## src/design/psg_pkg.sv

```systemverilog
// ----------------------------------------------------------------------------
// psg_pkg
// Shared types, constants and the attenuation table of the tone/noise
// sound generator.
// ----------------------------------------------------------------------------
package psg_pkg;

  localparam int STEP_W    = 24;  // ticks per frame, Q16
  localparam int FRAC_W    = 16;
  localparam int TICKS_W   = 9;   // whole ticks per frame, 0..256
  localparam int PERIOD_W  = 10;
  localparam int COUNTER_W = 11;
  localparam int VOL_W     = 4;
  localparam int LEVEL_W   = 15;  // table amplitude
  localparam int NOISE_W   = 16;
  localparam int MIX_W     = 18;  // sum of four signed amplitudes
  localparam int SAMPLE_W  = 16;
  localparam int NUM_CH    = 4;
  localparam int CMD_VAL_W = 6;

  localparam logic [STEP_W-1:0]   STEP_RESET  = 24'd332469;
  localparam logic [NOISE_W-1:0]  NOISE_RESET = 16'h8000;
  localparam logic [VOL_W-1:0]    VOL_MUTE    = 4'hF;
  localparam logic [1:0]          NOISE_CH    = 2'd3;
  localparam logic [1:0]          NOISE_SEL_TONE2 = 2'd3;
  localparam logic signed [MIX_W-1:0] SAMPLE_MAX = 18'sd32767;
  localparam logic signed [MIX_W-1:0] SAMPLE_MIN = -18'sd32767;
  localparam logic signed [MIX_W-1:0] MIX_LIMIT  = 18'sd131068;

  typedef enum logic [1:0] {
    CMD_FRAME     = 2'd0,
    CMD_VOLUME    = 2'd1,
    CMD_PERIOD_LO = 2'd2,
    CMD_PERIOD_HI = 2'd3
  } cmd_kind_t;

  typedef struct packed {
    cmd_kind_t            kind;
    logic [1:0]           ch;
    logic [CMD_VAL_W-1:0] value;
  } cmd_t;

  // 2 dB attenuation steps; code 15 is muted
  function automatic logic [LEVEL_W-1:0] vol_level(input logic [VOL_W-1:0] v);
    logic [LEVEL_W-1:0] lv;
    case (v)
      4'd0:    lv = 15'd32767;
      4'd1:    lv = 15'd26028;
      4'd2:    lv = 15'd20675;
      4'd3:    lv = 15'd16422;
      4'd4:    lv = 15'd13045;
      4'd5:    lv = 15'd10362;
      4'd6:    lv = 15'd8231;
      4'd7:    lv = 15'd6538;
      4'd8:    lv = 15'd5193;
      4'd9:    lv = 15'd4125;
      4'd10:   lv = 15'd3277;
      4'd11:   lv = 15'd2603;
      4'd12:   lv = 15'd2067;
      4'd13:   lv = 15'd1642;
      4'd14:   lv = 15'd1304;
      default: lv = 15'd0;
    endcase
    return lv;
  endfunction

endpackage

```

## src/design/psg_cmd_fifo.sv

```systemverilog
// ----------------------------------------------------------------------------
// psg_cmd_fifo
// Small command queue between the byte decoder and the generator engine.
// ----------------------------------------------------------------------------
module psg_cmd_fifo #(
  parameter int DEPTH = 4
) (
  input  logic           clk,
  input  logic           rst_n,
  input  logic           push,
  input  psg_pkg::cmd_t  wdata,
  output logic           full,
  input  logic           pop,
  output psg_pkg::cmd_t  rdata,
  output logic           empty
);

  localparam int PTR_W = (DEPTH > 1) ? $clog2(DEPTH) : 1;
  localparam int CNT_W = $clog2(DEPTH + 1);
  localparam logic [PTR_W-1:0] LAST = PTR_W'(DEPTH - 1);
  localparam logic [CNT_W-1:0] FULL_CNT = CNT_W'(DEPTH);

  psg_pkg::cmd_t    mem_r [DEPTH];
  logic [PTR_W-1:0] wr_ptr_r, wr_ptr_nxt;
  logic [PTR_W-1:0] rd_ptr_r, rd_ptr_nxt;
  logic [CNT_W-1:0] count_r, count_nxt;
  logic             do_push, do_pop;

  assign full    = (count_r == FULL_CNT);
  assign empty   = (count_r == '0);
  assign do_push = push && !full;
  assign do_pop  = pop && !empty;
  assign rdata   = mem_r[rd_ptr_r];

  always_comb begin
    wr_ptr_nxt = wr_ptr_r;
    rd_ptr_nxt = rd_ptr_r;
    count_nxt  = count_r;
    if (do_push) begin
      wr_ptr_nxt = (wr_ptr_r == LAST) ? '0 : wr_ptr_r + 1'b1;
    end
    if (do_pop) begin
      rd_ptr_nxt = (rd_ptr_r == LAST) ? '0 : rd_ptr_r + 1'b1;
    end
    if (do_push && !do_pop) begin
      count_nxt = count_r + 1'b1;
    end else if (do_pop && !do_push) begin
      count_nxt = count_r - 1'b1;
    end
  end

  always_ff @(posedge clk) begin
    if (!rst_n) begin
      wr_ptr_r <= '0;
      rd_ptr_r <= '0;
      count_r  <= '0;
    end else begin
      wr_ptr_r <= wr_ptr_nxt;
      rd_ptr_r <= rd_ptr_nxt;
      count_r  <= count_nxt;
    end
  end

  always_ff @(posedge clk) begin
    if (do_push) begin
      mem_r[wr_ptr_r] <= wdata;
    end
  end

endmodule

```

## src/design/psg_front.sv

```systemverilog
// ----------------------------------------------------------------------------
// psg_front
// Request decoder: tracks the latch state and turns each byte write or
// frame request into an engine command, but for a data byte on the noise period.
// ----------------------------------------------------------------------------
module psg_front (
  input  logic                clk,
  input  logic                rst_n,
  input  logic                in_push,
  input  logic                in_action,
  input  logic [7:0]          in_data_byte,
  input  logic                q_full,
  output logic                cmd_push,
  output psg_pkg::cmd_t       cmd_wdata
);

  logic [1:0]    latch_ch_r, latch_ch_nxt;
  logic          latch_vol_r, latch_vol_nxt;
  logic          accept;
  logic          cmd_valid;
  psg_pkg::cmd_t cmd;

  assign accept = in_push && !q_full;

  always_comb begin
    latch_ch_nxt  = latch_ch_r;
    latch_vol_nxt = latch_vol_r;
    cmd_valid     = 1'b1;
    cmd.kind      = psg_pkg::CMD_FRAME;
    cmd.ch        = latch_ch_r;
    cmd.value     = in_data_byte[5:0];
    if (!in_action) begin
      if (in_data_byte[7]) begin
        // latch byte: new channel/type plus low nibble
        latch_ch_nxt  = in_data_byte[6:5];
        latch_vol_nxt = in_data_byte[4];
        cmd.ch        = in_data_byte[6:5];
        cmd.value     = {2'b00, in_data_byte[3:0]};
        cmd.kind      = in_data_byte[4] ? psg_pkg::CMD_VOLUME : psg_pkg::CMD_PERIOD_LO;
      end else if (latch_vol_r) begin
        cmd.kind  = psg_pkg::CMD_VOLUME;
        cmd.value = {2'b00, in_data_byte[3:0]};
      end else if (latch_ch_r != psg_pkg::NOISE_CH) begin
        cmd.kind = psg_pkg::CMD_PERIOD_HI;
      end else begin
        // data byte on the noise period does nothing
        cmd_valid = 1'b0;
      end
    end
  end

  assign cmd_push  = accept && cmd_valid;
  assign cmd_wdata = cmd;

  always_ff @(posedge clk) begin
    if (!rst_n) begin
      latch_ch_r  <= '0;
      latch_vol_r <= 1'b0;
    end else if (accept) begin
      latch_ch_r  <= latch_ch_nxt;
      latch_vol_r <= latch_vol_nxt;
    end
  end

endmodule

```

## src/design/psg_back.sv

```systemverilog
// ----------------------------------------------------------------------------
// psg_back
// Generator engine: applies register commands, runs one generator tick per
// cycle for a frame, mixes the channels and holds the sample for output.
// ----------------------------------------------------------------------------
module psg_back (
  input  logic                                   clk,
  input  logic                                   rst_n,
  input  logic                                   cmd_empty,
  input  psg_pkg::cmd_t                          cmd_rdata,
  output logic                                   cmd_pop,
  input  logic [psg_pkg::STEP_W-1:0]             ticks_per_frame,
  output logic                                   out_empty,
  input  logic                                   out_pop,
  output logic signed [psg_pkg::SAMPLE_W-1:0]    out_mixed_sample
);

  typedef enum logic [1:0] {
    S_IDLE,
    S_TICK,
    S_MIX,
    S_OUT
  } state_t;

  state_t                             state_r, state_nxt;
  logic [psg_pkg::PERIOD_W-1:0]       period_r  [psg_pkg::NUM_CH];
  logic [psg_pkg::PERIOD_W-1:0]       period_nxt[psg_pkg::NUM_CH];
  logic [psg_pkg::COUNTER_W-1:0]      counter_r  [psg_pkg::NUM_CH];
  logic [psg_pkg::COUNTER_W-1:0]      counter_nxt[psg_pkg::NUM_CH];
  logic [psg_pkg::NUM_CH-1:0]         level_r, level_nxt;
  logic [psg_pkg::VOL_W-1:0]          volume_r  [psg_pkg::NUM_CH];
  logic [psg_pkg::VOL_W-1:0]          volume_nxt[psg_pkg::NUM_CH];
  logic [psg_pkg::NOISE_W-1:0]        noise_r, noise_nxt;
  logic [psg_pkg::FRAC_W-1:0]         frac_r, frac_nxt;
  logic [psg_pkg::TICKS_W-1:0]        ticks_r, ticks_nxt;
  logic signed [psg_pkg::MIX_W-1:0]   sum_r, sum_nxt;
  logic                               out_valid_r, out_valid_nxt;
  logic signed [psg_pkg::SAMPLE_W-1:0] sample_r, sample_nxt;

  logic [psg_pkg::FRAC_W+psg_pkg::STEP_W-16:0] acc; // 25 bits
  logic [psg_pkg::PERIOD_W-1:0]       new_period;
  logic [1:0]                         noise_sel;
  logic [psg_pkg::COUNTER_W-1:0]      noise_rate;
  logic                               noise_fb;
  logic [psg_pkg::NOISE_W-1:0]        noise_shifted;
  logic signed [psg_pkg::MIX_W-1:0]   mix_sum;
  logic signed [psg_pkg::MIX_W-1:0]   term;
  logic signed [psg_pkg::MIX_W-1:0]   rounded;
  logic signed [psg_pkg::MIX_W-1:0]   quot;
  logic signed [psg_pkg::MIX_W-1:0]   clamped;
  logic                               out_free;

  assign cmd_pop  = (state_r == S_IDLE) && !cmd_empty;
  assign out_free = !out_valid_r || out_pop;

  // noise lane helpers
  assign noise_sel     = period_r[psg_pkg::NOISE_CH][1:0];
  assign noise_rate    = (noise_sel == psg_pkg::NOISE_SEL_TONE2)
                         ? {1'b0, period_r[2]}
                         : (psg_pkg::COUNTER_W'(16) << noise_sel);
  assign noise_fb      = period_r[psg_pkg::NOISE_CH][2] ? (noise_r[0] ^ noise_r[3])
                                                        : noise_r[0];
  assign noise_shifted = {noise_fb, noise_r[psg_pkg::NOISE_W-1:1]};

  assign acc = {9'b0, frac_r} + {1'b0, ticks_per_frame};

  // mix of the current levels
  always_comb begin
    mix_sum = '0;
    term    = '0;
    for (int ch = 0; ch < psg_pkg::NUM_CH; ch++) begin
      term = $signed({3'b000, psg_pkg::vol_level(volume_r[ch])});
      if (volume_r[ch] != psg_pkg::VOL_MUTE) begin
        mix_sum = level_r[ch] ? (mix_sum + term) : (mix_sum - term);
      end
    end
  end

  // divide by four toward zero, then clamp
  assign rounded = sum_r[psg_pkg::MIX_W-1] ? (sum_r + 18'sd3) : sum_r;
  assign quot    = rounded >>> 2;
  assign clamped = (quot > psg_pkg::SAMPLE_MAX) ? psg_pkg::SAMPLE_MAX :
                   (quot < psg_pkg::SAMPLE_MIN) ? psg_pkg::SAMPLE_MIN : quot;

  always_comb begin
    state_nxt     = state_r;
    period_nxt    = period_r;
    counter_nxt   = counter_r;
    level_nxt     = level_r;
    volume_nxt    = volume_r;
    noise_nxt     = noise_r;
    frac_nxt      = frac_r;
    ticks_nxt     = ticks_r;
    sum_nxt       = sum_r;
    out_valid_nxt = out_valid_r && !out_pop;
    sample_nxt    = sample_r;
    new_period    = period_r[cmd_rdata.ch];

    unique case (state_r)
      S_IDLE: begin
        if (!cmd_empty) begin
          case (cmd_rdata.kind)
            psg_pkg::CMD_FRAME: begin
              frac_nxt  = acc[psg_pkg::FRAC_W-1:0];
              ticks_nxt = acc[psg_pkg::FRAC_W+psg_pkg::TICKS_W-1:psg_pkg::FRAC_W];
              state_nxt = (acc[psg_pkg::FRAC_W+psg_pkg::TICKS_W-1:psg_pkg::FRAC_W] == '0)
                          ? S_MIX : S_TICK;
            end
            psg_pkg::CMD_VOLUME: begin
              volume_nxt[cmd_rdata.ch] = cmd_rdata.value[psg_pkg::VOL_W-1:0];
            end
            psg_pkg::CMD_PERIOD_LO: begin
              new_period = {period_r[cmd_rdata.ch][9:4], cmd_rdata.value[3:0]};
              period_nxt[cmd_rdata.ch] = (new_period == '0) ? 10'd1 : new_period;
            end
            default: begin
              new_period = {cmd_rdata.value, period_r[cmd_rdata.ch][3:0]};
              period_nxt[cmd_rdata.ch] = (new_period == '0) ? 10'd1 : new_period;
            end
          endcase
        end
      end
      S_TICK: begin
        for (int ch = 0; ch < 3; ch++) begin
          if (counter_r[ch][psg_pkg::COUNTER_W-1:1] == '0) begin
            counter_nxt[ch] = {1'b0, period_r[ch]};
            level_nxt[ch]   = !level_r[ch];
          end else begin
            counter_nxt[ch] = counter_r[ch] - 1'b1;
          end
        end
        if (counter_r[psg_pkg::NOISE_CH][psg_pkg::COUNTER_W-1:1] == '0) begin
          counter_nxt[psg_pkg::NOISE_CH] = noise_rate;
          noise_nxt                      = noise_shifted;
          level_nxt[psg_pkg::NOISE_CH]   = noise_shifted[0];
        end else begin
          counter_nxt[psg_pkg::NOISE_CH] = counter_r[psg_pkg::NOISE_CH] - 1'b1;
        end
        ticks_nxt = ticks_r - 1'b1;
        if (ticks_r == psg_pkg::TICKS_W'(1)) begin
          state_nxt = S_MIX;
        end
      end
      S_MIX: begin
        sum_nxt   = mix_sum;
        state_nxt = S_OUT;
      end
      S_OUT: begin
        if (out_free) begin
          out_valid_nxt = 1'b1;
          sample_nxt    = clamped[psg_pkg::SAMPLE_W-1:0];
          state_nxt     = S_IDLE;
        end
      end
      default: state_nxt = S_IDLE;
    endcase
  end

  always_ff @(posedge clk) begin
    if (!rst_n) begin
      state_r     <= S_IDLE;
      level_r     <= '0;
      noise_r     <= psg_pkg::NOISE_RESET;
      frac_r      <= '0;
      ticks_r     <= '0;
      out_valid_r <= 1'b0;
      for (int ch = 0; ch < psg_pkg::NUM_CH; ch++) begin
        period_r[ch]  <= '0;
        counter_r[ch] <= '0;
        volume_r[ch]  <= psg_pkg::VOL_MUTE;
      end
    end else begin
      state_r     <= state_nxt;
      period_r    <= period_nxt;
      counter_r   <= counter_nxt;
      level_r     <= level_nxt;
      volume_r    <= volume_nxt;
      noise_r     <= noise_nxt;
      frac_r      <= frac_nxt;
      ticks_r     <= ticks_nxt;
      out_valid_r <= out_valid_nxt;
    end
    sum_r    <= sum_nxt;
    sample_r <= sample_nxt;
  end

  assign out_empty        = !out_valid_r;
  assign out_mixed_sample = sample_r;

  a_tick_count_live: assert property (@(posedge clk) disable iff (!rst_n)
    state_r == S_TICK |-> ticks_r != '0)
    else $error("tick state entered with no ticks left");

  a_frame_delivers: assert property (@(posedge clk) disable iff (!rst_n)
    (state_r == S_OUT && out_free) |=> (out_valid_r && state_r == S_IDLE))
    else $error("finished frame did not reach the output register");

  a_mix_in_range: assert property (@(posedge clk) disable iff (!rst_n)
    state_r == S_MIX |=> (sum_r <= psg_pkg::MIX_LIMIT && sum_r >= -psg_pkg::MIX_LIMIT))
    else $error("mix sum out of range");

endmodule

```

## src/design/psg_tone_noise_generator_top.sv

```systemverilog
// Three-tone, one-noise sound generator. Requests enter a small command queue
// and are executed in order by the engine: a byte write is applied while the
// engine is idle (a data byte on the noise period makes no command), and a
// frame request runs N = (fraction + ticks_per_frame_q16) >> 16 whole generator
// ticks (0..256, about 5 at the reset step), then mixes the channels. The engine
// runs one generator tick per clock across all four channels. New requests
// are taken while the queue has room; a finished sample waits in the output
// register while the engine moves on, and the next frame's sample waits for its pop.
// ----------------------------------------------------------------------------
// psg_tone_noise_generator_top
// Top level: APB step register, command queue, decoder and engine.
// ----------------------------------------------------------------------------
module psg_tone_noise_generator_top #(
  parameter int CMD_DEPTH = 4
) (
  input  logic                                clk,
  input  logic                                rst_n,
  input  logic                                in_push,
  output logic                                in_full,
  input  logic                                in_action,
  input  logic [7:0]                          in_data_byte,
  output logic                                out_empty,
  input  logic                                out_pop,
  output logic signed [psg_pkg::SAMPLE_W-1:0] out_mixed_sample,
  input  logic                                cfg_psel,
  input  logic                                cfg_penable,
  input  logic                                cfg_pwrite,
  input  logic [2:0]                          cfg_paddr,
  input  logic [31:0]                         cfg_pwdata,
  output logic [31:0]                         cfg_prdata,
  output logic                                cfg_pready
);

  localparam logic REG_TICKS_PER_FRAME = 1'b0;

  logic [psg_pkg::STEP_W-1:0] step_r;
  logic                       cfg_wr;
  logic                       cmd_push;
  logic                       cmd_pop;
  logic                       cmd_full;
  logic                       cmd_empty;
  psg_pkg::cmd_t              cmd_wdata;
  psg_pkg::cmd_t              cmd_rdata;

  assign cfg_pready = 1'b1;
  assign cfg_wr     = cfg_psel && cfg_penable && cfg_pwrite && cfg_pready;
  assign cfg_prdata = (cfg_paddr[2] == REG_TICKS_PER_FRAME) ? {8'b0, step_r} : 32'b0;

  always_ff @(posedge clk) begin
    if (!rst_n) begin
      step_r <= psg_pkg::STEP_RESET;
    end else if (cfg_wr && cfg_paddr[2] == REG_TICKS_PER_FRAME) begin
      step_r <= cfg_pwdata[psg_pkg::STEP_W-1:0];
    end
  end

  assign in_full = cmd_full;

  psg_front u_front (
    .clk          (clk),
    .rst_n        (rst_n),
    .in_push      (in_push),
    .in_action    (in_action),
    .in_data_byte (in_data_byte),
    .q_full       (cmd_full),
    .cmd_push     (cmd_push),
    .cmd_wdata    (cmd_wdata)
  );

  psg_cmd_fifo #(
    .DEPTH (CMD_DEPTH)
  ) u_cmd_fifo (
    .clk   (clk),
    .rst_n (rst_n),
    .push  (cmd_push),
    .wdata (cmd_wdata),
    .full  (cmd_full),
    .pop   (cmd_pop),
    .rdata (cmd_rdata),
    .empty (cmd_empty)
  );

  psg_back u_back (
    .clk              (clk),
    .rst_n            (rst_n),
    .cmd_empty        (cmd_empty),
    .cmd_rdata        (cmd_rdata),
    .cmd_pop          (cmd_pop),
    .ticks_per_frame  (step_r),
    .out_empty        (out_empty),
    .out_pop          (out_pop),
    .out_mixed_sample (out_mixed_sample)
  );

endmodule
```

## config.mk

```make
export PLATFORM = sky130hd
export DESIGN_NAME = psg_tone_noise_generator_top
export DESIGN_NICKNAME = d
export VERILOG_FILES = /design/src/design/psg_pkg.sv /design/src/design/psg_cmd_fifo.sv /design/src/design/psg_front.sv /design/src/design/psg_back.sv /design/src/design/psg_tone_noise_generator_top.sv
export SDC_FILE = /design/constraint.sdc
export NUM_CORES = 1
export LEC_CHECK = 0
export BUFFER_PORTS_ARGS = -buffer_cell sky130_fd_sc_hd__buf_2
export CORE_ASPECT_RATIO = 1.5
export CORE_MARGIN = 4
export CORE_UTILIZATION = 40
export CTS_CLUSTER_DIAMETER = 80
export DETAILED_ROUTE_END_ITERATION = 10
export PLACE_DENSITY = 0.64
export SLEW_MARGIN = 20
export SYNTH_ARGS = -nofsm -noshare
export SYNTH_HDL_FRONTEND = slang
export SYNTH_HIERARCHICAL = 1
export SYNTH_SLANG_ARGS = --single-unit
```

## constraint.sdc

```tcl
create_clock -name clk -period 7 [get_ports clk]
set_input_delay 0.7 -clock clk [delete_from_list [all_inputs] [get_ports clk]]
set_output_delay 0.7 -clock clk [all_outputs]
set_load 0.05 [all_outputs]
```

# ---- Word level (Yosys, flattened, before mapping)
# Memories as Yosys holds them, arrays and structs flattened. A register that Yosys moved wholly into a read port is not among the register bits.
# Index checks and enable logic that the tools add are counted.
dict set report op_classes {
  n_eq_ne 19
  bitwise_logic 6
  n_reduce_logical 48
  muxes 69
  mul 0
  addsub 18
  n_div 0
  magnitude_cmp 4
  shifts 1
}
# operator n
set ops {}
lappend ops {{$mux W18} 9}
lappend ops {{$bwmux W40} 2}
lappend ops {{$pmux W40 S2} 1}
lappend ops {{$logic_not A10 Y1} 6}
lappend ops {{$mux W10} 6}
lappend ops {{$mux W11} 5}
lappend ops {{$add A18 B16 Y18} 3}
lappend ops {{$sub A18 B16 Y18} 3}
lappend ops {{$sub A11 B1 Y11 const B} 4}
lappend ops {{$mux W4} 9}
lappend ops {{$mux W2} 14}
lappend ops {{$add A16 B24 Y25} 1}
lappend ops {{$mux W24} 1}
lappend ops {{$bmux W10 S2} 1}
lappend ops {{$demux W10 S2} 1}
lappend ops {{$add A18 B3 Y18 const B} 1}
lappend ops {{$mux W9} 2}
lappend ops {{$pmux W9 S2} 1}
lappend ops {{$bwmux W16} 1}
lappend ops {{$gt A16 B16 Y1 const B} 1}
lappend ops {{$lt A16 B16 Y1 const B} 1}
lappend ops {{$mux W16} 1}
lappend ops {{$ne A4 B4 Y1 const B} 4}
lappend ops {{$sub A1 B15 Y16 const A} 1}
lappend ops {{32 further kinds} 86}
dict set report word_totals {
  n_memories 5
  inputBits 51
  romBits 960
  latchBits 0
  ram_bits 40
  out_inout_bits 51
  reg_bits 216
}
# name depth width rd rd_clocked_by_memory_dff wr line
set memory_table {}
lappend memory_table {{(no name shown)} 16 15 1 1 0 psg_pkg.sv:46} ;# case (v)
lappend memory_table {{(no name shown)} 16 15 1 1 0 psg_pkg.sv:46}
lappend memory_table {{(no name shown)} 16 15 1 1 0 psg_pkg.sv:46}
lappend memory_table {{(no name shown)} 16 15 1 1 0 psg_pkg.sv:46}
lappend memory_table {u_cmd_fifo.mem_r 4 10 1 1 1 psg_cmd_fifo.sv:23} ;# psg_pkg::cmd_t mem_r [DEPTH];

# ---- Longest topological paths before layout
# Gate-level depths: netlist of run 1.
dict set report logic_depth {
  ltp_word 12
  ltp_mapped 33
  depth_no_buf 32
}

# ---- Cells and area by module
# The synthesis of run 1 kept the hierarchy.
# mod seq_area_each_um2 area_per_inst_um2 cells_each instances
set modules_own_cells {}
lappend modules_own_cells {psg_back 5165.0 15986.6 1961 1}
lappend modules_own_cells {psg_cmd_fifo 1381.3 1915.6 103 1}
lappend modules_own_cells {psg_tone_noise_generator_top 480.5 1270.0 142 1}
lappend modules_own_cells {psg_front 60.1 257.7 30 1}

# ---- Worst setup path after synthesis of run 1
# No wires, ideal clock.
dict set report synth_timing {
  path_type {register -> register}
  from {reg u_back/volume_r[14] in the netlist's numbering}
  to {reg u_back/sum_r[17] in the netlist's numbering (data pin)}
  path_slack_ps 312
  required_ps 6731
  t_arrival_ps 6419
  n_path_buf 2
  setup_time_ps 269
  path_stages_with_launch 32
  cell_sequence {dfxtp_1 and4_1 clkbuf_1 clkbuf_1 nor2_1 ha_1 inv_1 fa_1 nor2b_1 o21ai_0 a21boi_1 o21a_1 or3_1 a31o_2 ha_1 o21a_1 or2_2 a31oi_1 o21bai_1 a21oi_1 xnor2_1 mux2_2 ha_1 a21o_1 a221o_1 a2111oi_0 nor2_1 o41ai_2 o21ai_1 xor2_1 nand2_1 xor3_1}
}
dict set report synth_between {
  elab_chain_cells 11
}
# element line
set synth_lines {}
lappend synth_lines {{start, declared} psg_back.sv:31} ;# logic [psg_pkg::VOL_W-1:0] volume_r [psg_pkg::NUM_CH];
lappend synth_lines {{start signal, assigned by index} psg_back.sv:170} ;# volume_r[ch] <= psg_pkg::VOL_MUTE;
lappend synth_lines {{start signal, assigned} psg_back.sv:177} ;# volume_r <= volume_nxt;
lappend synth_lines {{$ne A4 B4 Y1 (*)} psg_back.sv:73} ;# if (volume_r[ch] != psg_pkg::VOL_MUTE) begin
lappend synth_lines {{$mux W18 (*)} psg_back.sv:73}
lappend synth_lines {{$sub A18 B16 Y18 / $add A18 B16 Y18 (equally long branches)} psg_back.sv:74} ;# mix_sum = level_r[ch] ? (mix_sum + term) : (mix_sum - term);
lappend synth_lines {{$mux W18} psg_back.sv:74}
lappend synth_lines {{$mux W18 (*)} psg_back.sv:73}
lappend synth_lines {{$sub A18 B16 Y18 / $add A18 B16 Y18 (equally long branches)} psg_back.sv:74}
lappend synth_lines {{$mux W18} psg_back.sv:74}
lappend synth_lines {{$mux W18 (*)} psg_back.sv:73}
lappend synth_lines {{$sub A18 B16 Y18 / $add A18 B16 Y18 (equally long branches)} psg_back.sv:74}
lappend synth_lines {{$mux W18} psg_back.sv:74}
lappend synth_lines {{$mux W18 (*)} psg_back.sv:73}
lappend synth_lines {{net u_back.mix_sum (one bit)} psg_back.sv:46} ;# logic signed [psg_pkg::MIX_W-1:0] mix_sum;
lappend synth_lines {{end signal, assigned} psg_back.sv:183} ;# sum_r <= sum_nxt;
lappend synth_lines {{end, declared} psg_back.sv:36} ;# logic signed [psg_pkg::MIX_W-1:0] sum_r, sum_nxt;
# Mark *: on every way through the listed nets, which the timed path passes. The rest lies on a longest branch.
# A chain may end at the register's enable or synchronous reset.

==> summary.txt, run 1 <==
Status - finished clean
Vias in the first global route - 15485
H-tree levels - 1
Reg2Reg Setup Slack - 0.30 ns
Post-synthesis sequential area ratio - 36.5%
Maxcap violations - 0
Clk pwr share - 19.0%
Mapped cell area - 19400 µm²
Global-route wire length before repair - 75500 µm
Critical path required time - 7.34 ns
Final GP Congestion - 0.857
Int Power - 0.00521 W
DP HPWL - 34000 µm
Switching share of total power - 42.9%
# rows - 98
Least-Margin Pin Slew - 0.966 ns
Worst-Skew Late Latency - 0.59 ns
Main synth FF type - dfxtp_1
R2R Path End - u_back/sum_r[17]$_DFFE_PP_
Max IR drop VDD - 200 µV
Clock buffer count from CTS - 31
Die H - 278 µm
Vias - 15928
Skew final - 0.0263 ns
Root buf cell - clkbuf_16
First-pass DRT Iterations - 6
Clk sink count - 317
Endpoint type of the worst setup path - register
Worst Path Max Fanout - 4
Ant. Diodes - 0
WL/cell - 15.8 µm
Core area - 47800 µm²
Detailed Route Iter0 Violations - 801
Final Critical Period - 6.70 ns
Nets - 2446
Die extent in x - 188 µm
R2R depth - 32
Rel. slew slack - 35.1%
Fmax - 149 MHz
Antenna-violating nets left - 0
Share of cells above drive strength 1 - 12.1%
Synth area leaders - dfxtp_1 (25%), edfxtp_1 (11%), ha_1 (7.5%)
Final setup fails - 0
Clk slew on worst S/H paths - 0.07 ns
Vias per cell - 5.50
EDFF count, synth - 74
Most frequent CP cell - o21a_1
Hold WC Path Type - primary input to register
Yosys reg bits - 317
Post-route cell area - 21500 µm²
Largest net degree at the start of global routing - 91
Leak Pwr - 8.65 nW
Share of the synthesized area in the top cell type - 25.0%
Combinational Power Share - 53.1%
Capture point of the worst path - u_back/sum_r[17]$_DFFE_PP_
Detailed-route DRC error count - 0
GR Overflow Total - 0
Post-synthesis cell count - 2236
Biggest area consumer among synthesized cells - dfxtp_1
Sequential share of power - 27.9%
Part of the cycle the worst path needs - 95.7%
Power density over the cells - 425 nW/µm²
WL final - 45800 µm
CP max stage delay - 0.39 ns
Total global-route track usage - 16.8%
Post-synthesis async set-or-reset flop share - 0%
NetSw - 0.00392 W
Clock Tree Buf Depth - 3
WP data arrival - 7.03 ns
Syn Area/Cell - 8.69 µm²
IO Pins - 102
Post-place instance area - 20300 µm²
PortBufs - 82
Die ar. - 52200 µm²
Startpoint Class - register
Final Hold Viols - 0
Setup CP Type - register to register
Initial Util - 40.6%
Yosys cell types - 93
Worst path slowest cell - xor3_1
Area Overhead vs Synth - 10.7%
Slew Viols, Final - 0
TritonCTS clock tree - done
Antenna violations before repair - 0
Final core occ - 45.0%
Synth warn - 6
==> synthesized netlist by cell type, drive strengths merged, types with 16 or more instances <==
master,count
o21a,19
xnor2,58
mux2,27
a31oi,29
nor4,17
or3,20
ha,117
mux2i,72
mux4,20
clkbuf,67
nand3,47
and2,23
nor3,63
dfxtp,243
o21ai,103
a21oi,172
nor2b,57
edfxtp,74
xor2,69
a21o,23
nand2,237
inv,82
a211oi,67
nor2,261
buf,51
and3,16
==> worst min-delay path by stage <==
stage,cells after the start,start,endpoint,slack [ns]
after CTS,3,cfg_pwdata[6],step_r[6]$_SDFFE_PN0P_,0.32
after detailed placement,2,u_back/noise_r[1]$_SDFFE_PN0P_,u_back/noise_r[0]$_SDFFE_PN0P_,0.45
after floorplan,2,u_back/noise_r[11]$_SDFFE_PN0P_,u_back/noise_r[10]$_SDFFE_PN0P_,0.43
after global placement,2,u_back/noise_r[5]$_SDFFE_PN0P_,u_back/noise_r[4]$_SDFFE_PN0P_,0.44
final,3,cfg_pwdata[6],step_r[6]$_SDFFE_PN0P_,0.35
after global routing,3,cfg_pwdata[11],step_r[11]$_SDFFE_PN0P_,0.34
==> power by group through the flow <==
stage               Combinational, W  Sequential (W)  Clock [W]
floorplan                    0.00377         0.00250          0
global placement             0.00467         0.00257          0
detailed placement           0.00477         0.00259          0
CTS                          0.00481         0.00255    0.00178
global route                 0.00543         0.00260    0.00184
finish                       0.00485         0.00255    0.00173
==> repair_timing <==
action / 4_1_cts / 5_1_grt
endpoints found under the hold margin: 0 / 0
pin swaps: 0 / 14
resized for setup: 1 / 27
setup endpoints to repair: 1 / 2
hold buffers: 0 / 0
buffers inserted: 0 / 1
==> cells by family after synthesis <==
group / share of synthesized area, %
simple gates: 20.0
compound gates: 17.4
flops: 36.5
buf+inv: 4.61
xor+xnor: 5.85
fa+ha+maj: 8.05
mux: 7.59
other cells: 0.0387
==> worst max-delay path, delay by kind of cell, from the launching register on <==
family / cells / cell delay [ns]
buf+inv: 3 / 0.30
fa+ha+maj: 4 / 0.93
flops: 1 / 0.32
xor+xnor: 2 / 0.55
compound gates: 17 / 3.20
simple gates: 6 / 1.19
==> per-stage QoR <==
step | std cells | total power [W] | worst slack, ns | TNS (ns) | hold WS, ns
2_1_floorplan | 2243 | 0.00627 | 0.312 | 0 | 0.432
3_3_place_gp | 2839 | 0.00724 | 0.0601 | 0 | 0.437
3_5_place_dp | 2839 | 0.00736 | 0.0436 | 0 | 0.446
4_1_cts | 2896 | 0.00914 | 0.0819 | 0 | 0.316
5_1_grt | 2897 | 0.00987 | -0.0651 | -0.0651 | 0.340
6_report | 2897 | 0.00914 | 0.302 | 0 | 0.348
==> area by class of cell <==
| type | count | area (µm²) |
|---|---|---|
| clock inverters | 17 | 179 |
| flip-flops and latches | 317 | 7090 |
| clock buffers | 40 | 902 |
| repair buffers | 115 | 661 |
| inverters | 84 | 317 |
| well taps | 600 | 751 |
| fillers | 4583 | 26300 |
| multi-input cells | 1724 | 11600 |
==> layer usage <==
| layer | share of wire [%] | routed length, µm | track usage [%] | vias up |
|---|---|---|---|---|
| met4 | 3.4 | 1550 | 6.08 | 0 |
| met1 | 39 | 18000 | 18.6 | 7488 |
| met3 | 2.9 | 1320 | 1.61 | 90 |
| li1 | - | - | - | 8025 |
| met5 | 0 | 0 | 0 | - |
| met2 | 54 | 24900 | 33.2 | 325 |
==> cell usage in the layout (no fill, tap or decap), types with 7 or more instances in the layout <==
master / synthesis / final
nand4_1: 13 / 13
edfxtp_1: 74 / 74
o21ai_0: 100 / 96
buf_2: 21 / 81
nor3_1: 62 / 61
nor4_1: 13 / 13
o211ai_1: 8 / 8
xnor2_1: 58 / 58
buf_4: 17 / 34
nand2_1: 237 / 237
o31ai_1: 14 / 14
o22ai_1: 14 / 14
and2_1: 21 / 21
xor2_1: 69 / 69
nand3_1: 47 / 47
a22oi_1: 11 / 11
nand3b_1: 8 / 8
nand2b_1: 13 / 13
a21o_1: 22 / 22
dfxtp_1: 243 / 240
o21bai_1: 12 / 12
nor2b_1: 56 / 56
ha_1: 117 / 113
a211oi_1: 67 / 65
or3_1: 17 / 16
o21a_1: 19 / 19
inv_1: 82 / 82
a31oi_1: 28 / 26
or2_2: 8 / 8
a21oi_1: 171 / 168
clkbuf_16: 0 / 33
mux2i_1: 72 / 72
o41ai_1: 7 / 7
mux4_2: 20 / 20
mux2_2: 27 / 27
conb_1: 2 / 9
nor2_1: 261 / 258
and3_1: 15 / 15
No activity file was read; power rests on OpenSTA's default activity.
==> inputs of run 2 (changes only) <==
--- a/config.mk
+++ b/config.mk
@@ -11,6 +11,7 @@
 export CORE_UTILIZATION = 40
 export CTS_CLUSTER_DIAMETER = 80
 export DETAILED_ROUTE_END_ITERATION = 10
+export GPL_TIMING_DRIVEN = 0
 export PLACE_DENSITY = 0.64
 export SLEW_MARGIN = 20
 export SYNTH_ARGS = -nofsm -noshare
==> run 2 against run 1 <==
Power up 1.9%. Flip-flop and latch count unchanged. Cell count up 2.9%. Critical path type unchanged. Non-clock buffer count up 87. Via count up 3.7%. Largest power group unchanged. Sequential power about the same. Clock skew up 0.0086 ns. Register-to-register slack worse by 0.10 ns. Die area unchanged. Global-route usage up 2.0 points.
==> summary.txt, run 2 (same netlist as run 1, synthesis figures left out) <==
Part of the cycle the worst path needs - 97.2% (was 95.7%)
Worst-Skew Late Latency - 0.59 ns (about the same)
Final GP Congestion - 0.925 (was 0.857)
H-tree levels - 1 (unchanged)
Die H - 278 µm (unchanged)
Met3 wire len - 2130 µm (was 1320 µm)
Detailed Route Iter0 Violations - 992 (was 801)
Met2 wire length - 27800 µm (was 24900 µm)
Maxcap violations - 0 (unchanged)
Nets - 2533 (was 2446)
Int Power - 0.00524 W (was 0.00521 W)
NetSw - 0.00407 W (was 0.00392 W)
Final Critical Period - 6.80 ns (was 6.70 ns)
Detailed-route DRC error count - 0 (unchanged)
Area Overhead vs Synth - 13.0% (was 10.7%)
WL/cell - 17.5 µm (was 15.8 µm)
GR Overflow Total - 0 (unchanged)
Most frequent CP cell - o21a_1 (unchanged)
Vias per cell - 5.54 (was 5.50)
Final setup fails - 0 (unchanged)
Die extent in x - 188 µm (unchanged)
Worst path slowest cell - a221o_1 (was xor3_1)
Hold WC Path Type - primary input to register (unchanged)
Clk slew on worst S/H paths - 0.06 ns (was 0.07 ns)
Initial Util - 40.6% (unchanged)
Setup CP Type - register to register (unchanged)
Worst Path Max Fanout - 4 (unchanged)
Fin cells - 2982 (was 2897)
Setup_tns - 0 ns (unchanged)
IO Pins - 102 (unchanged)
Die ar. - 52200 µm² (unchanged)
WP data arrival - 7.13 ns (was 7.03 ns)
TritonCTS clock tree - done (unchanged)
Endpoint type of the worst setup path - register (unchanged)
Leak Pwr - 8.85 nW (was 8.65 nW)
Total global-route track usage - 18.9% (was 16.8%)
Clock buffer count from CTS - 31 (unchanged)
Rel. slew slack - 33.9% (was 35.1%)
Ant. Diodes - 0 (unchanged)
Largest net degree at the start of global routing - 20 (was 91)
# rows - 98 (unchanged)
Clk pwr share - 18.5% (was 19.0%)
WL final - 52100 µm (was 45800 µm)
Leading cell type in the layout, fill and taps excluded - nor2_1 (unchanged)
Final Hold Viols - 0 (unchanged)
Clock Tree Buf Depth - 3 (unchanged)
Core area - 47800 µm² (unchanged)
Most frequent cells in the layout - nor2_1 (258), dfxtp_1 (242), nand2_1 (237), a21oi_1 (166), ha_1 (113) (was nor2_1 (258), dfxtp_1 (240), nand2_1 (237), a21oi_1 (168), ha_1 (113))
Sequential share of power - 27.4% (was 27.9%)
Combinational Power Share - 54.1% (was 53.1%)
Power density over the cells - 424 nW/µm² (was 425 nW/µm²)
Antenna-violating nets left - 0 (unchanged)
Vias in the first global route - 16473 (was 15485)
DP HPWL - 40100 µm (was 34000 µm)
Least-Margin Pin Slew - 0.985 ns (was 0.966 ns)
Max IR drop VDD - 187 µV (was 200 µV)
CP max stage delay - 0.43 ns (was 0.39 ns)
Antenna violations before repair - 0 (unchanged)
Max Used Layer - met4 (unchanged)
Vias - 16511 (was 15928)
Clk sink count - 317 (unchanged)
Layout fillers - 4612 (was 4583)
PortBufs - 78 (was 82)
Final core occ - 45.9% (was 45.0%)
Root buf cell - clkbuf_16 (unchanged)
Slew Viols, Final - 0 (unchanged)
Global-route wire length before repair - 82100 µm (was 75500 µm)
Fmax - 147 MHz (was 149 MHz)
Status - finished clean (unchanged)
Critical path required time - 7.32 ns (was 7.34 ns)
Met1 WL - 19100 µm (was 18000 µm)
Dpl cells - 2922 (was 2839)
Share of cells above drive strength 1 - 12.7% (was 12.1%)
Startpoint Class - register (unchanged)
First-pass DRT Iterations - 6 (unchanged)
Skew final - 0.0350 ns (was 0.0263 ns)
Switching share of total power - 43.7% (was 42.9%)
## run 2: layer usage
layer / vias to the layer above / GRT usage [%]
li1: 8192 / -
met1: 7674 / 19.3
met2: 489 / 37.2
met3: 156 / 1.61
met4: 0 / 10.5
met5: - / 0
## run 2: layout make-up
class	instances	area [µm²]	area share, %
multi-input cells	1724	11700	53.2
flip-flops and latches	317	7090	32.3
clock buffers	44	947	4.31
well taps	600	751	3.42
plain buffers	115	584	2.66
repair buffers	87	465	2.12
inverters	84	315	1.44
clock inverters	11	119	0.541
## run 2: path summary, 6_finish.rpt
kind	startpoint	endpoint	slack, ns	depth (start not counted)
min reg2reg	u_back/noise_r[1]$_SDFFE_PN0P_	u_back/noise_r[0]$_SDFFE_PN0P_	0.45	2
max reg2reg	register	u_back/sum_r[17]$_DFFE_PP_	0.20	29
max	register	u_back/sum_r[17]$_DFFE_PP_	0.20	29
min	in_data_byte[3]	u_cmd_fifo/mem_r[2][3]$_DFFE_PP_	0.35	1
## run 2: per-stage QoR
stage	hold slack (ns)	power (W)	worst slack, ns	cell area, µm²
after floorplan	0.432	0.00627	0.312	19500
after global placement	0.441	0.00729	-0.998	20600
after detailed placement	0.443	0.00744	-0.914	20600
after CTS	0.326	0.00925	0.0105	21800
after global routing	0.341	0.00997	-0.0527	22000
final	0.350	0.00931	0.198	22000
## run 2: power by group through the flow
stage	logic (W)	clock network, W	registers (W)
2_1_floorplan	0.00377	0	0.00250
3_3_place_gp	0.00474	0	0.00255
3_5_place_dp	0.00487	0	0.00257
4_1_cts	0.00494	0.00176	0.00254
5_1_grt	0.00555	0.00183	0.00259
6_report	0.00504	0.00172	0.00255
## run 2: critical path, delay by kind of cell (launching register included)
kind,cells,cell delay [ns]
flops,1,0.32
xor+xnor,2,0.56
simple gates,7,1.53
fa+ha+maj,4,1.09
compound gates,15,2.97
buf+inv,1,0.07
## run 2: what timing repair did
item | 4_1_cts | 5_1_grt
hold buffers | 0 | 0
cloned | 0 | 0
resized for setup | 28 | 21
setup endpoints to repair | 5 | 3
setup buffers | 4 | 4
pin swaps | 7 | 8
